[config.mk]
export PLATFORM = sky130hd
export DESIGN_NAME = top_k_score_keeper
export DESIGN_NICKNAME = d
export VERILOG_FILES = /design/src/tks_pkg.sv /design/src/tks_store.sv /design/src/tks_ctrl.sv /design/src/top_k_score_keeper.sv
export SDC_FILE = /design/constraint.sdc
export NUM_CORES = 1
export LEC_CHECK = 0
export BUFFER_PORTS_ARGS = -buffer_cell sky130_fd_sc_hd__buf_2
export CAP_MARGIN = 20
export CORE_UTILIZATION = 35
export CTS_CLUSTER_DIAMETER = 40
export DETAILED_ROUTE_END_ITERATION = 7
export GPL_ROUTABILITY_DRIVEN = 1
export PLACE_DENSITY = 0.48
export SYNTH_ARGS = -nofsm -noshare
export SYNTH_HDL_FRONTEND = slang
export SYNTH_SLANG_ARGS = --single-unit
[constraint.sdc]
create_clock -name clock -period 17.9 [get_ports clock]
set_clock_uncertainty 0.15 [all_clocks]
set_input_delay 0.895 -clock clock [delete_from_list [all_inputs] [get_ports clock]]
set_output_delay 0.895 -clock clock [all_outputs]
set_load 0.05 [all_outputs]
[src/tks_pkg.sv]
// ----------------------------------------------------------------------------
// Top-k score keeper package
// Shared widths and the insert command passed from the sequencer to the store.
// ----------------------------------------------------------------------------
package tks_pkg;

   // Field widths
   localparam int unsigned ID_W    = 16;
   localparam int unsigned SCORE_W = 16;
   localparam int unsigned RANK_W  = 3;
   localparam int unsigned LIMIT_W = 3;

   // Slot positions in the insert command; covers the deepest supported ranking
   localparam int unsigned SLOT_W = 6;

   // Reset value of the limit register
   localparam logic [LIMIT_W-1:0] LIMIT_RESET = 3'd5;

   // Insert command: write the new entry at pos, move pos..tail-1 down by one
   typedef struct packed {
      logic               wr;
      logic [SLOT_W-1:0]  pos;
      logic [SLOT_W-1:0]  tail;
      logic [SCORE_W-1:0] score;
      logic [ID_W-1:0]    id;
   } tks_ins_type;

endpackage

[src/tks_store.sv]
// ----------------------------------------------------------------------------
// Top-k score keeper entry store
// Ranked (id, score) slots with one read port and a registered shift insert.
// ----------------------------------------------------------------------------
module tks_store
   import tks_pkg::*;
#(
   parameter int unsigned MAX_ENTRIES = 5,
   parameter int unsigned IDX_W       = 3
) (
   input  logic               clock,
   input  tks_ins_type        ins,
   input  logic [IDX_W-1:0]   rd_idx,
   output logic [SCORE_W-1:0] rd_score,
   output logic [ID_W-1:0]    rd_id
);

   logic [SCORE_W-1:0] scores_ff [0:MAX_ENTRIES-1];
   logic [ID_W-1:0]    ids_ff    [0:MAX_ENTRIES-1];

   // Update each slot: take the new entry, or the one above it when shifting
   for (genvar j = 0; j < MAX_ENTRIES; j++) begin : g_slot
      localparam logic [SLOT_W-1:0] SlotNum = SLOT_W'(j);
      always_ff @(posedge clock) begin
         if (ins.wr) begin
            if (SlotNum == ins.pos) begin
               scores_ff[j] <= ins.score;
               ids_ff[j]    <= ins.id;
            end else if (j > 0 && SlotNum > ins.pos && SlotNum <= ins.tail) begin
               scores_ff[j] <= scores_ff[(j > 0) ? j - 1 : 0];
               ids_ff[j]    <= ids_ff[(j > 0) ? j - 1 : 0];
            end
         end
      end
   end

   // Read the slot under the sequencer's index
   assign rd_score = scores_ff[rd_idx];
   assign rd_id    = ids_ff[rd_idx];

endmodule

[src/tks_ctrl.sv]
// ----------------------------------------------------------------------------
// Top-k score keeper sequencer
// Scans the ranking with one comparator, issues the insert, then emits beats.
// ----------------------------------------------------------------------------
module tks_ctrl
   import tks_pkg::*;
#(
   parameter int unsigned MAX_ENTRIES = 5,
   parameter int unsigned CNT_W       = 3,
   parameter int unsigned IDX_W       = 3
) (
   input  logic               clock,
   input  logic               reset,
   input  logic [LIMIT_W-1:0] limit,
   input  logic               req_valid,
   output logic               req_ready,
   input  logic [ID_W-1:0]    req_player_id,
   input  logic [SCORE_W-1:0] req_score,
   input  logic [SCORE_W-1:0] rd_score,
   output logic [IDX_W-1:0]   rd_idx,
   output tks_ins_type        ins,
   output logic               rsp_valid,
   input  logic               rsp_ready,
   output logic [RANK_W-1:0]  rsp_rank,
   output logic               rsp_last
);

   localparam logic [1:0] ST_IDLE = 2'd0;
   localparam logic [1:0] ST_SCAN = 2'd1;
   localparam logic [1:0] ST_EMIT = 2'd2;

   localparam logic [CNT_W-1:0] MaxCnt  = CNT_W'(MAX_ENTRIES);
   localparam logic [CNT_W-1:0] LastPos = CNT_W'(MAX_ENTRIES - 1);

   logic [1:0]         state_ff, state_in;
   logic [CNT_W-1:0]   count_ff, count_in;
   logic [CNT_W-1:0]   idx_ff,   idx_in;
   logic [ID_W-1:0]    id_ff,    id_in;
   logic [SCORE_W-1:0] score_ff, score_in;

   logic [CNT_W-1:0] eff_limit;
   logic [CNT_W-1:0] new_count;
   logic [CNT_W-1:0] tail;
   logic             at_end;
   logic             hit_eq;
   logic             hit_lt;

   // Clamp the limit register to 1..MAX_ENTRIES
   always_comb begin
      if (limit == '0) begin
         eff_limit = CNT_W'(1);
      end else if (int'(limit) > int'(MAX_ENTRIES)) begin
         eff_limit = MaxCnt;
      end else begin
         eff_limit = CNT_W'(limit);
      end
   end

   // Shared comparator against the slot under the index
   assign at_end = (idx_ff == count_ff);
   assign hit_eq = !at_end && (rd_score == score_ff);
   assign hit_lt = !at_end && (rd_score < score_ff);
   assign tail   = (count_ff < MaxCnt) ? count_ff : LastPos;

   // Sequencer
   always_comb begin
      state_in  = state_ff;
      count_in  = count_ff;
      idx_in    = idx_ff;
      id_in     = id_ff;
      score_in  = score_ff;
      new_count = count_ff;
      ins.wr    = 1'b0;
      ins.pos   = SLOT_W'(idx_ff);
      ins.tail  = SLOT_W'(tail);
      ins.score = score_ff;
      ins.id    = id_ff;

      case (state_ff)
         ST_IDLE: begin
            // Hold the beat and start the scan at the top
            if (req_valid) begin
               id_in    = req_player_id;
               score_in = req_score;
               idx_in   = '0;
               state_in = ST_SCAN;
            end
         end
         ST_SCAN: begin
            if (hit_eq) begin
               // Drop a tied score
               new_count = count_ff;
            end else if (hit_lt) begin
               // Insert in front of the lower score, shifting the rest down
               ins.wr    = 1'b1;
               new_count = tail + CNT_W'(1);
            end else if (at_end && count_ff < eff_limit) begin
               // Append below the last entry
               ins.wr    = 1'b1;
               ins.tail  = SLOT_W'(count_ff);
               new_count = count_ff + CNT_W'(1);
            end
            if (hit_eq || hit_lt || at_end) begin
               count_in = (new_count > eff_limit) ? eff_limit : new_count;
               idx_in   = '0;
               state_in = ST_EMIT;
            end else begin
               idx_in = idx_ff + CNT_W'(1);
            end
         end
         ST_EMIT: begin
            // Advance one rank per taken beat
            if (rsp_ready) begin
               if (rsp_last) begin
                  state_in = ST_IDLE;
               end else begin
                  idx_in = idx_ff + CNT_W'(1);
               end
            end
         end
         default: begin
            state_in = ST_IDLE;
         end
      endcase
   end

   always_ff @(posedge clock) begin
      if (reset) begin
         state_ff <= ST_IDLE;
         count_ff <= '0;
         idx_ff   <= '0;
      end else begin
         state_ff <= state_in;
         count_ff <= count_in;
         idx_ff   <= idx_in;
      end
   end

   always_ff @(posedge clock) begin
      id_ff    <= id_in;
      score_ff <= score_in;
   end

   assign rd_idx    = idx_ff[IDX_W-1:0];
   assign req_ready = (state_ff == ST_IDLE);
   assign rsp_valid = (state_ff == ST_EMIT);
   assign rsp_rank  = RANK_W'(idx_ff + CNT_W'(1));
   assign rsp_last  = ((idx_ff + CNT_W'(1)) == count_ff);

endmodule

[src/top_k_score_keeper.sv]
// ----------------------------------------------------------------------------
// Top-k score keeper
// Keeps a descending ranking of distinct scores and lists it after each input.
// ----------------------------------------------------------------------------
// Usage:
//   req_ channel: one beat carries (player_id, score). The block takes it only
//   while idle, then scans the ranking from the top with a single comparator,
//   one slot per cycle, until it finds a tie, a lower score or the end.
//   The insert (shift down plus write) happens in that final scan cycle.
//   rsp_ channel: the whole ranking follows, one beat per entry in rank order,
//   rank 1 first, rsp_last set on the final entry. The first beat is valid
//   once the scan has ended, and no new beat is taken until the listing is
//   done. req_ready rises again in the cycle after the last beat is taken.
//   A stalled receiver holds the current beat; the block waits with it.
//   csr_ channel: writes keep_limit (0 acts as 1, above MAX_ENTRIES acts as
//   MAX_ENTRIES); always ready, write only between items.
//   Reset empties the ranking and sets keep_limit to 5.
// ----------------------------------------------------------------------------
module top_k_score_keeper
   import tks_pkg::*;
#(
   parameter int unsigned MAX_ENTRIES = 5
) (
   input  logic               clock,
   input  logic               reset,
   input  logic               csr_valid,
   output logic               csr_ready,
   input  logic [LIMIT_W-1:0] csr_keep_limit,
   input  logic               req_valid,
   output logic               req_ready,
   input  logic [ID_W-1:0]    req_player_id,
   input  logic [SCORE_W-1:0] req_score,
   output logic               rsp_valid,
   input  logic               rsp_ready,
   output logic [RANK_W-1:0]  rsp_rank,
   output logic [ID_W-1:0]    rsp_ranked_id,
   output logic [SCORE_W-1:0] rsp_ranked_score,
   output logic               rsp_last
);

   localparam int unsigned CNT_W = $clog2(MAX_ENTRIES + 1);
   localparam int unsigned IDX_W = (MAX_ENTRIES > 1) ? $clog2(MAX_ENTRIES) : 1;

   logic [LIMIT_W-1:0] limit_ff;
   logic [LIMIT_W-1:0] limit_in;
   logic [IDX_W-1:0]   rd_idx;
   tks_ins_type        ins;

   // Hold the limit register
   assign csr_ready = 1'b1;
   assign limit_in  = (csr_valid) ? csr_keep_limit : limit_ff;

   always_ff @(posedge clock) begin
      if (reset) begin
         limit_ff <= LIMIT_RESET;
      end else begin
         limit_ff <= limit_in;
      end
   end

   tks_ctrl #(
      .MAX_ENTRIES (MAX_ENTRIES),
      .CNT_W       (CNT_W),
      .IDX_W       (IDX_W)
   ) u_ctrl (
      .clock         (clock),
      .reset         (reset),
      .limit         (limit_ff),
      .req_valid     (req_valid),
      .req_ready     (req_ready),
      .req_player_id (req_player_id),
      .req_score     (req_score),
      .rd_score      (rsp_ranked_score),
      .rd_idx        (rd_idx),
      .ins           (ins),
      .rsp_valid     (rsp_valid),
      .rsp_ready     (rsp_ready),
      .rsp_rank      (rsp_rank),
      .rsp_last      (rsp_last)
   );

   tks_store #(
      .MAX_ENTRIES (MAX_ENTRIES),
      .IDX_W       (IDX_W)
   ) u_store (
      .clock    (clock),
      .ins      (ins),
      .rd_idx   (rd_idx),
      .rd_score (rsp_ranked_score),
      .rd_id    (rsp_ranked_id)
   );

endmodule
# Yosys cells after proc, flatten, opt, wreduce, memory -nomap -nowiden
# Memory sizes are Yosys's and may differ from the RTL's. A register that Yosys moved wholly into a read port is not among the register bits.
# Cells that the tools add are included.
# W data, S select, Z words.
[word_totals] regBits=43 ramBits=160 input_bits=40 output_inout_bits=39 word_cells=133 mem_count=2
[memory_table] memory="u_store.ids_ff" depth=5 width=16 rd=5 rd_clocked_by_memory_dff=1 write_ports=5 line_no="tks_store.sv:19" rtl="logic [ID_W-1:0] ids_ff [0:MAX_ENTRIES-1];"
[memory_table] memory="u_store.scores_ff" depth=5 width=16 rd=5 rd_clocked_by_memory_dff=1 write_ports=5 line_no="tks_store.sv:18" rtl="logic [SCORE_W-1:0] scores_ff [0:MAX_ENTRIES-1];"
[classes] addsub=3 magnitude_cmp=13 n_eq_ne=14 muxes=69 bitwise=8 n_reduce_logical=18
[op_table] cell="$mux W16" n=8
[op_table] cell="$mux W3" n=17
[op_table] cell="$mux W1" n=35
[op_table] cell="$mux W6" n=3
[op_table] cell="$eq A16 B16 Y1" n=1
[op_table] cell="$lt A16 B16 Y1" n=1
[op_table] cell="$le A2 B6 Y1 const A" n=2
[op_table] cell="$add A3 B1 Y3 const B" n=3
[op_table] cell="$pmux W3 S3" n=1
[op_table] cell="$mux W2" n=4
[op_table] cell="$or A1 B1 Y1" n=8
[op_table] cell="$reduce_and A4 Y1" n=2
[op_table] cell="$logic_and A1 B1 Y1" n=7
[op_table] cell="$eq A2 B3 Y1 const A" n=2
[op_table] cell="$eq A3 B3 Y1" n=2
[op_table] cell="$gt A2 B3 Y1 const A" n=2
[op_table] cell="$le A1 B6 Y1 const A" n=1
[op_table] cell="$le A3 B6 Y1 const A" n=1
[op_table] cell="$logic_not A6 Y1" n=1
[op_table] cell="$ne A2 B1 Y1 const B" n=3
[op_table] cell="$pmux W2 S3" n=1
[op_table] cell="$ne A2 B2 Y1 const B" n=2
[op_table] cell="$reduce_and A2 Y1" n=2
[op_table] cell="$eq A1 B3 Y1 const A" n=1
[op_table] cell="other kinds (14)" n=15

# Depth between registers and ports, before layout
# Gate-level depths: netlist of the first run.
[logic_depth] word_depth=16 mapped_depth=21 mapped_depth_nobuf=19

# Modules after synthesis
# A second synthesis of the first run with hierarchy kept.
[hier_totals] hier_cells=615 area_unflattened_um2=10212.3
[modules_own_cells] mod="tks_store" n_inst=1 cells_per_inst=397 area_per_inst_um2=7768.7 seq_area_each_um2=4804.6
[modules_own_cells] mod="tks_ctrl" n_inst=1 cells_per_inst=207 area_per_inst_um2=2328.5 seq_area_each_um2=1121.1
[modules_own_cells] mod="top_k_score_keeper" n_inst=1 cells_per_inst=11 area_per_inst_um2=115.1 seq_area_each_um2=60.1

# Worst setup path after synthesis of the first run
# No wires, ideal clock.
[synth_timing] path_kind="register -> register" startpoint="reg with a tool-made name" endpoint="mem u_store.ids_ff[1][0], enable pin" setup_time_ps=470 t_arrival_ps=6188 required_time_ps=17280 slack_ps=11092 path_stages_with_launch=14 n_path_buf=3 period_less_slack_ps=6808 path_cell_list="dfxtp_1 clkbuf_1 buf_1 mux4_2 mux2_2 ha_1 a21o_1 nand3_1 a21oi_1 a2111oi_2 a21oi_2 or3_1 buf_2 a211oi_1"
[synth_lines] element="to (decl)" line_no="tks_store.sv:19"

==> reports/metrics.yaml, run 1 <==
clock_network:
  cts_max_path_buffers: 3
  worstSkewPairLatency_ns: 0.53
  numCtsBuffers: 40
  cts_setup_buffers: 0
  clock-sinks: 206
  cts_root_buf: "clkbuf_16"
  post_cts_resized: 0
  cts_hold_buf: 0
  cts.clk_slew.worst_paths_ns: 0.05
  htree_levels: 2
  cts_tree: "yes"
global_route:
  grt_start_max_net_pins: 36
  gr-total-overflow: 0
  grt_first_pass_wirelength_um: 37200
  track_usage_pct: 16.9
  grt_pass1_vias: 6226
  antenna_found_initial: 0
timing:
  finalHoldViolations: 0
  setup_tns_ns: 0
  slew-limit-headroom_pct: 28.2
  whs_ns: 0.359
  rsz0062_at_grt: "no"
  max_slew.worst_pin.slew_ns: 1.08
  finalSetupViolations: 0
  slew_viol_final: 0
  min_period_ns: 6.16
  fmax_mhz: 162
  fin_crit_sh_pct: 34.4
  setup_ws_ns: 11.74
setup_path:
  crit_family: "compound AO/OA/AOI/OAI gates"
  worstPathRequired_ns: 17.93
  crit_fanout: 33
  crit_slowest_cell: "mux4_2"
  cpPeakStageDelay_ns: 0.58
  cp.depth: 14
  ff2ff_path_depth: 14
  cp-end-kind: "register"
  path_class: "register to register"
  crit_buf_inv: 3
  arrival_ns: 6.19
  cp-start-kind: "register"
  crit_chain: "buf_4 -> mux4_2 -> mux2_2 -> ha_1 -> nor2b_1 -> o211ai_1 -> a2111oi_0 -> a2111oi_2 -> a21oi_2 -> or3_1 -> nor4_4 -> buf_4 -> a21o_1 -> buf_4"
  path_common_cell: "buf_4"
yosys:
  yosysSeqAreaShare_pct: 59.7
  netlist_area_um2: 10100
  synth.distinct_cells: 54
  synth-seq-cells: 206
  avgSynthCellArea_um2: 15.9
  async_flop_share_pct: 0
  ys.flop_type: "edfxtp_1"
  syn_inst: 635
  synth_nets: 705
  synth_warnings: 0
  synth-edff-count: 192
final_layout:
  drive_gt1_share_pct: 44.8
  area_growth_pct: 22.4
  nets: 801
  antenna_cells: 0
drt:
  vias: 5763
  drc_errors: 0
  wire_per_inst_um: 21.1
  via_per_inst: 5.06
  drt_iter0_markers: 348
  ant_nets: 0
  drtPass1Iterations: 4
  drt_wl_total_um: 24000
floorplanning:
  initial_core_util_pct: 36.0
  die_x_um: 172
  io_pins: 79
  die-area_um2: 29600
  rows: 61
  fp.dieH_um: 172
  core_um2: 28100
pwr:
  p_leak_nw: 4.46
  p_total_mw: 2.05
  vdd_drop_max_mv: 0.0982
  powerDensity_nw_per_um2: 166
hold_path:
  hold_class: "register to register"
  holdPathStages: 2
placement:
  place_congestion: 0.809
  hpwl_um: 14800
  post-place-ws_ns: 11.65
  portBuffers: 77
flow_run:
  cap_violations: 0
outcome:
  status: "complete, no violations"
-- state kept, by name, summed over array words and instances, names as in the netlist, named ones only --
| register | cells |
|---|---|
| u_ctrl.rd_idx | 3 |
| limit_ff | 3 |
| u_ctrl.id_ff | 16 |
| u_store.scores_ff | 80 |
| u_ctrl.score_ff | 16 |
| u_ctrl.state_ff | 2 |
| u_ctrl.count_ff | 3 |
| u_store.ids_ff | 80 |
-- layout by cell type (no fill, tap or decap), types with 3 or more instances in the layout --
cell and instances:
clkinv_1 5, dfxtp_2 3, o21ai_0 23, ha_1 30, mux2_1 3, mux2_2 112
a21oi_1 16, nand2_1 30, bufinv_16 9, a21o_1 3, inv_1 27, xor2_1 5
nand2b_1 3, buf_4 12, edfxtp_1 192, mux2_4 30, clkbuf_16 40, buf_2 77
clkinvlp_4 4, nand4_1 4, xnor2_1 3, clkbuf_1 6, mux4_2 32, nand3_1 4
a211oi_1 3, mux2i_1 4, nor2_1 13, nor2b_1 4, or3_1 3, o211ai_1 3
dfxtp_1 11, nor3_1 4
-- path summary, 6_finish.rpt --
kind / start / end / slack (ns)
max: register / u_store.ids_ff[2][12] / 11.74
min: limit_ff[0] / limit_ff[0] / 0.36
max reg2reg: register / u_store.ids_ff[2][12] / 11.74
min reg2reg: limit_ff[0] / limit_ff[0] / 0.36
-- Yosys cell counts, drive strengths merged (2+ instances only) --
cell     instances  share of area, %
edfxtp         192                57
mux2           145                17
mux4            32               7.1
ha              30               3.7
nand2           30               1.1
inv             27               1.0
o21ai           23               1.1
buf             21               1.3
a21oi           18              0.93
clkbuf          15              0.57
dfxtp           14               2.8
nor2            13              0.48
nor3             8              0.56
xor2             5              0.43
a211oi           4              0.30
mux2i            4              0.40
nand3            4              0.20
nand4            4              0.25
nor2b            4              0.25
a21o             3              0.22
nand2b           3              0.19
o211ai           3              0.22
or3              3              0.19
xnor2            3              0.26
a2111oi          2              0.23
a22oi            2              0.15
a32oi            2              0.17
and2             2              0.12
and3             2              0.12
nand3b           2              0.15
nor4             2              0.27
o32ai            2              0.17
-- power breakdown --
| part | switching (mW) | internal [mW] |
|---|---|---|
| logic | 0.335 | 0.213 |
| clock network | 0.259 | 0.544 |
| registers | 0.0578 | 0.645 |
| total | 0.652 | 1.40 |
-- metal layers --
| layer | share of wire (%) | routed length (um) | track usage (%) |
|---|---|---|---|
| met1 | 47 | 11400 | 24.0 |
| met2 | 46 | 11000 | 26.0 |
| met3 | 4.8 | 1150 | 3.46 |
| met4 | 1.7 | 409 | 4.92 |
| met5 | 0 | 0 | 0 |
-- kinds of logic (layout without fill, tap and decap cells) --
group / count (synthesis) / in the layout / synth area share [%]
xor gates and xnor gates: 8 / 8 / 0.692
other: 1 / 1 / 0.0370
and+or+nand+nor: 79 / 79 / 4.02
DFF: 206 / 206 / 59.7
buffers and inverters: 63 / 189 / 2.87
muxes: 181 / 181 / 24.8
adders and majority gates: 30 / 30 / 3.71
AOI/OAI and AO/OA: 67 / 67 / 4.19
-- stage by stage --
stage	util (%)	area [um^2]	std cells
2_1_floorplan	-	10100	635
3_3_place_gp	38.9	10900	1066
3_5_place_dp	38.9	10900	1066
4_1_cts	44.1	12400	1138
5_1_grt	44.1	12400	1139
6_report	44.1	12400	1139
-- tightest hold or removal path: cells and delay by family (launching register included) --
| kind | cells | cell delay, ns |
|---|---|---|
| flops | 1 | 0.34 |
| mux | 1 | 0.07 |
| simple gates | 1 | 0.06 |
-- layout make-up --
cell class	instances	area [um^2]
timing repair buffer	90	490
multi-input combinational	366	3830
inverter	27	101
clock buffer	46	1020
clock inverter	26	422
fill	2565	15700
sequential	206	6050
tap	378	473
(Power assumes the default switching activity.)
==> inputs of run 2 (changes only) <==
PLACE_DENSITY = 0.5   (was 0.48)
clock period = 5.3 ns   (was 17.9 ns; I/O delays follow)
==> run 2 against run 1 <==
Net effect: first-iteration DRC count is 24% higher; core utilization grew 1.6 points; register-to-register slack worse by 11 ns; wire length increased by 0.96%; largest cell class unchanged.
==> reports/metrics.yaml, run 2 (synthesized netlist as in run 1, its figures left out) <==
clock_network:
  cts_setup_buffers: 0
  numCtsBuffers: 36
  cts.clk_slew.worst_paths_ns: 0.05
  cts_max_path_buffers: 3
  cts_tree: "yes"
  worstSkewPairLatency_ns: 0.50
  cts_root_buf: "clkbuf_16"
  clock-sinks: 206
  htree_levels: 2
timing:
  rsz0062_at_grt: "no"
  fin_crit_sh_pct: 93.9
  finalHoldViolations: 0
  whs_ns: 0.132
  max_slew.worst_pin.slew_ns: 1.04
  finalSetupViolations: 0
  fmax_mhz: 201
  setup_tns_ns: 0
  min_period_ns: 4.98
  slew_viol_final: 0
  slew-limit-headroom_pct: 30.5
global_route:
  grt_start_max_net_pins: 36
  grt_pass1_vias: 6374
  antenna_found_initial: 0
  grt_first_pass_wirelength_um: 37500
  track_usage_pct: 17.0
  gr-total-overflow: 0
hold_path:
  hold_class: "input port to register"
floorplanning:
  die_x_um: 172
  io_pins: 79
  core_um2: 28100
  initial_core_util_pct: 36.0
  die-area_um2: 29600
  rows: 61
  fp.dieH_um: 172
setup_path:
  worstPathRequired_ns: 5.53
  r2r_slack_ns: 0.32
  cp-end-kind: "register"
  crit_buf_inv: 2
  cpPeakStageDelay_ns: 0.51
  path_class: "register to register"
  crit_chain: "buf_4 -> mux4_2 -> mux2_2 -> ha_1 -> o211ai_1 -> a2111oi_0 -> buf_4 -> a2111oi_2 -> a21oi_2 -> nor2_1 -> nor2_1 -> a21oi_1 -> ha_1 -> nor2b_1 -> o21ai_0 -> a32oi_2 -> or3_1 -> a21oi_1 -> nor3_1"
  crit_family: "compound AO/OA/AOI/OAI gates"
  cp-start-kind: "register"
  crit_fanout: 9
  arrival_ns: 5.21
  crit_slowest_cell: "mux4_2"
final_layout:
  area_growth_pct: 26.7
  drive_gt1_share_pct: 43.7
  final_cell_mix: "edfxtp_1 (192), mux2_2 (112), buf_2 (77)"
  nets: 855
  top_regs: "u_store.ids_ff (80), u_store.scores_ff (80)"
  antenna_cells: 0
  finalInstanceArea_um2: 12800
  utilization_pct: 45.7
  final_common_cell: "edfxtp_1"
placement:
  placed_area_um2: 11200
  place_congestion: 0.770
  hpwl_um: 15400
  portBuffers: 77
outcome:
  status: "complete, no violations"
flow_run:
  cap_violations: 0
drt:
  drc_errors: 0
  via_per_inst: 5.05
  wire_per_inst_um: 20.4
  ant_nets: 0
  vias: 6010
  drt_wl_total_um: 24200
  drt_iter0_markers: 430
  drtPass1Iterations: 4
pwr:
  p_leak_nw: 4.67
  powerDensity_nw_per_um2: 523
  vdd_drop_max_mv: 0.262
-- run 2: changes by cell type in the layout (fill, tap and decap cells not counted), moves of 3 or more --
cell,previous run,this run
clkinvlp_4,4,1
buf_12,0,7
dlygate4sd3_1,0,41
clkbuf_16,40,37
buf_4,12,23
clkbuf_1,6,3
clkinv_2,2,7
-- run 2: final cells by class --
| type | count | area, um^2 |
|---|---|---|
| clock buffers | 40 | 937 |
| repair buffers | 148 | 1110 |
| fillers | 2485 | 15300 |
| well taps | 378 | 473 |
| clock inverters | 25 | 310 |
| flip-flops and latches | 206 | 6050 |
| inverters | 27 | 101 |
| multi-input cells | 366 | 3840 |
-- run 2: power by group --
group / switching (mW) / internal [mW]
registers: 0.190 / 2.17
logic: 1.16 / 0.788
clock network: 0.788 / 1.61
total: 2.14 / 4.57
-- run 2: path summary, 6_finish.rpt --
check	startpoint	end	cells past startpoint
worst max register to register	register	u_ctrl.count_ff[0]	19
worst min-delay path	req_valid	u_ctrl.state_ff[1]	4
worst min register to register	u_ctrl.id_ff[7]	u_store.ids_ff[0][7]	0
worst max-delay path	register	u_ctrl.count_ff[0]	19
-- run 2: what timing repair did --
| action | in CTS | in global routing |
|---|---|---|
| hold endpoints to repair | 40 | 0 |
| resized for setup | 0 | 1 |
| setup endpoints to repair | 0 | 2 |
| hold buffers | 41 | 0 |
-- run 2: tightest hold or removal path: cells and delay by family --
family / cells / cell delay [ns]
compound gates: 2 / 0.32
buf+inv: 1 / 0.09
simple gates: 1 / 0.06
-- run 2: per-layer routing --
metal | up-vias | share of wire [%] | global-route usage [%]
li1 | 2776 | - | -
met1 | 3070 | 47 | 23.2
met3 | 36 | 3.9 | 3.11
met5 | - | 0 | 0.174
met4 | 0 | 2.0 | 5.27
met2 | 128 | 47 | 27.4
-- run 2: through the flow --
step / total power [mW] / setup slack, ns / instances
6_report: 6.71 / 0.322 / 1190
5_1_grt: 7.03 / 0.00817 / 1190
4_1_cts: 6.79 / 0.251 / 1190
3_5_place_dp: 4.33 / 0.263 / 1084
3_3_place_gp: 4.29 / 0.399 / 1084
2_1_floorplan: 3.78 / -0.142 / 635
